<file path="config.mk">
export PLATFORM = sky130hd
export DESIGN_NAME = nrsh_div_cell
export DESIGN_NICKNAME = d
export VERILOG_FILES = /design/src/rtl/nrsh_pkg.sv /design/src/rtl/nrsh_div_cell.sv
export SDC_FILE = /design/constraint.sdc
export NUM_CORES = 1
export LEC_CHECK = 0
export BUFFER_PORTS_ARGS = -buffer_cell sky130_fd_sc_hd__buf_2
export CORE_MARGIN = 4
export CORE_UTILIZATION = 25
export CTS_BUF_LIST = sky130_fd_sc_hd__clkbuf_8
export DETAILED_ROUTE_END_ITERATION = 10
export GPL_TIMING_DRIVEN = 0
export MAX_ROUTING_LAYER = met4
export PLACE_DENSITY_LB_ADDON = 0.3
export RECOVER_POWER = 100
export SYNTH_ARGS = -nofsm -noshare
export SYNTH_HDL_FRONTEND = slang
export SYNTH_SLANG_ARGS = --single-unit
</file>
<file path="constraint.sdc">
create_clock -name clk -period 4.45 [get_ports clk]
set_input_delay 0.89 -clock clk [delete_from_list [all_inputs] [get_ports clk]]
set_output_delay 0.89 -clock clk [all_outputs]
set_load 0.05 [all_outputs]
</file>
<file path="src/rtl/nrsh_pkg.sv">
// Shared types and defaults for the nearest ray/segment hit block.
// No dependencies; imported by every module of the block.
`default_nettype none
package nrsh_pkg;

  localparam int MAX_SEGMENTS_DEF = 256;
  localparam int COORD_BITS_DEF   = 24;
  localparam int COUNT_W          = 9;
  localparam int SLOT_W           = 8;
  localparam int SLOT_LIMIT       = 256;

  typedef struct packed {
    logic              valid;
    logic              last;
    logic              ok;
    logic [SLOT_W-1:0] idx;
  } tag_t;

endpackage
`default_nettype wire

</file>
<file path="src/rtl/nrsh_div_cell.sv">
// One cell of the divider chain: one restoring quotient bit for x and y.
// Depends on nrsh_pkg (tag_t).
`default_nettype none
module nrsh_div_cell import nrsh_pkg::*; #(
  parameter int MW = 50,
  parameter int Q  = 25
) (
  input  wire logic          clk,
  input  wire logic          rst,
  input  wire tag_t          tag_in,
  input  wire logic [MW-1:0] den_in,
  input  wire logic [MW-1:0] rem_x_in,
  input  wire logic [MW-1:0] rem_y_in,
  input  wire logic [Q-1:0]  low_x_in,
  input  wire logic [Q-1:0]  low_y_in,
  output tag_t               tag_out,
  output logic      [MW-1:0] den_out,
  output logic      [MW-1:0] rem_x_out,
  output logic      [MW-1:0] rem_y_out,
  output logic      [Q-1:0]  low_x_out,
  output logic      [Q-1:0]  low_y_out
);

  logic [MW:0] tx, ty;
  logic        gx, gy;

  assign tx = {rem_x_in, low_x_in[Q-1]};
  assign ty = {rem_y_in, low_y_in[Q-1]};
  assign gx = tx >= {1'b0, den_in};
  assign gy = ty >= {1'b0, den_in};

  always_ff @(posedge clk) begin
    if (rst) begin
      tag_out <= '0;
    end else begin
      tag_out <= tag_in;
    end
  end

  always_ff @(posedge clk) begin
    den_out   <= den_in;
    rem_x_out <= gx ? MW'(tx - {1'b0, den_in}) : tx[MW-1:0];
    rem_y_out <= gy ? MW'(ty - {1'b0, den_in}) : ty[MW-1:0];
    low_x_out <= {low_x_in[Q-2:0], gx};
    low_y_out <= {low_y_in[Q-2:0], gy};
  end

endmodule
`default_nettype wire

</file>
==> flow_summary.json <==
{
  "status": "complete, no violations",
  "slew_headroom_pct": 20.7,
  "synthCells": 1297,
  "dp_slack_ns": -0.532,
  "crit_type": "in2reg",
  "met2_length_um": 21900,
  "synth_top_family_by_area": "compound AO/OA/AOI/OAI gates",
  "fmax_ghz": 0.236,
  "endpoint_kind": "flop",
  "ir_drop_mv": 0.307,
  "synth-edff-count": 0,
  "p_leak_uw": 0.00684,
  "setup_ws_ns": 0.206,
  "die_w_um": 225,
  "min_period_over_period_pct": 95.4,
  "vias_per_cell": 4.68,
  "totalWireLength_um": 46500,
  "cts_post_setup_buffers_inserted": 0,
  "dr.pass1.iters": 5,
  "syn-cell-area_sq_mm": 0.0118,
  "wire_per_inst_um": 19.3,
  "die_h_um": 225,
  "routed-wl-met3_um": 3320,
  "cts_resized": 0,
  "initial_core_util_pct": 25.3,
  "gp_congestion": 0.900,
  "finalHoldViolCount": 0,
  "layout_commonest_cell": "clkbuf_1",
  "vias": 11254,
  "clkTransAtPathRegs_ns": 0.06,
  "maxCapViolCount": 0,
  "area_growth_pct": 28.8,
  "antenna_found_initial": 13,
  "synth_adder_area_share_pct": 11.0,
  "grt-ovfl-total": 0,
  "top_layer": "met4",
  "wl_met1_um": 20000,
  "drive_gt1_share_pct": 18.1,
  "grt_pass1_wl_um": 66600,
  "io_buffers": 423,
  "synth-xor-area-share_pct": 6.70,
  "yosysTopAreaCellShare_pct": 35.9,
  "grt_max_degree": 12,
  "worstPathRequired_ns": 4.90,
  "synth-seq-cells": 211,
  "drt_iter0_markers": 635,
  "final_cell_mix": "clkbuf_1, dfxtp_1, buf_2, a21oi_1, ha_1",
  "seq_area_frac_synth_pct": 35.9,
  "arrival_ns": 4.69,
  "setup_viol": 0,
  "yosys_warnings": 0,
  "synth_area_leader_cell": "dfxtp_1",
  "synthTopCellsByArea": "dfxtp_1, ha_1, a21oi_1",
  "grt_pass1_vias": 11301,
  "synth_compound_area_share_pct": 22.0,
  "ys_async_sr_fraction_pct": 0,
  "fin_nets": 2078,
  "postRouteAntennaNets": 0,
  "fin_tns_setup_ns": 0,
  "cts_buffers": 41,
  "holdWs_ns": 0.403,
  "rsz0062_at_grt": "no",
  "cts_hold_buf": 0,
  "hold_class": "in2reg",
  "dpl.hpwl_um": 38400,
  "clock-sinks": 211,
  "synth_fp_nets": 1612,
  "synthMuxAreaShare_pct": 6.43,
  "start_kind": "input port",
  "root_buffer": "clkbuf_8",
  "remaining_drc_errors": 0,
  "tritoncts": "done",
  "cp_max_fo": 10,
  "clockBufferDepth": 3,
  "maxSlewViolCount": 0,
  "yosys.area_share.simple_pct": 13.1,
  "period_minus_slack_ns": 4.24,
  "yosysUniqueCellTypes": 77,
  "die-area_sq_mm": 0.0506,
  "cellPowerDensity_mw_per_mm2": 451,
  "io_pins": 424,
  "coreArea_sq_mm": 0.0466,
  "syn_area_per_cell_sq_um": 9.07,
  "row_count": 79,
  "utilization_pct": 32.6,
  "cts.htree.levels": 2,
  "ys.flop_type": "dfxtp_1",
  "grt_use_total_pct": 17.7,
  "worst_pin_slew_ns": 1.16,
  "power_uw": 6840
}
## power breakdown
group / leakage, uW / internal [uW] / total [uW] / switching (uW)
logic: 0.00457 / 683 / 2480 / 1800
registers: 0.00178 / 2150 / 2220 / 76.4
clock network: 0.000492 / 1240 / 2130 / 885
## per-stage QoR
stage,std cells,area (sq um)
floorplan,1297,11800
global placement,2327,14600
detailed placement,2327,14600
CTS,2398,15500
global route,2406,15200
finish,2406,15200
## cells by family (layout without fill, tap and decap cells)
group | after synthesis | in the layout
other | 0 | 8
flip-flops | 211 | 211
XOR/XNOR | 90 | 90
AND/OR/NAND/NOR | 308 | 308
adder cells (fa/ha/maj) | 102 | 102
buffers and inverters | 129 | 623
AO/OA/AOI/OAI | 399 | 399
multiplexers | 58 | 58
## worst max-delay path, stage by stage
cell and delay [ns]:
clkbuf_1 0.11, inv_1 0.08, ha_1 0.47, and4_1 0.28, and2_0 0.15, o211ai_1 0.22
a21o_1 0.26, o2bb2ai_1 0.26, o31ai_2 0.45, a21o_1 0.29, a21o_1 0.14, buf_4 0.23
clkbuf_2 0.35, buf_2 0.33, a21oi_1 0.16
## routing by layer
layer	up-vias	track usage, %
met5	-	-
met1	5135	21.3
met4	0	5.57
met2	447	29.8
li1	5591	-
met3	81	3.91
## synthesized netlist by cell type, types with 6 or more instances
cell type / instances
dfxtp_1: 211
a21oi_1: 151
ha_1: 100
nor2_1: 84
inv_1: 77
a21o_1: 73
nand2_1: 71
xnor2_1: 58
o21ai_0: 48
xor2_1: 32
clkbuf_1: 31
mux2_4: 28
mux2_2: 25
nand3_1: 25
nor2b_1: 25
o21bai_1: 23
nand4_1: 20
and3_1: 16
nor3_1: 16
a31oi_1: 15
o211ai_1: 14
nand2b_1: 12
buf_2: 11
and2_1: 9
a211oi_1: 8
a21boi_0: 8
o21a_1: 6
o31ai_1: 6
## cell type report
type	count	area (sq um)
diodes	8	20.0
well taps	607	759
repair buffers	423	1810
clock buffers	53	729
plain buffers	51	264
inverters	78	295
fillers	5041	31400
flip-flops and latches	211	4220
multi-input cells	957	6890
clock inverters	18	168
## worst paths after layout
check | start | end | slack (ns) | cells after the start
worst min-delay path | low_y_in[3] | low_y_out[4] | 0.40 | 1
worst max-delay path | den_in[13] | rem_x_out[24] | 0.21 | 15
## state kept, by name, summed over array words and instances (netlist names)
register   flops
low_y_out     25
tag_out       11
rem_y_out     50
rem_x_out     50
low_x_out     25
den_out       50
Note: power is estimated with default switching activity, not from simulation.
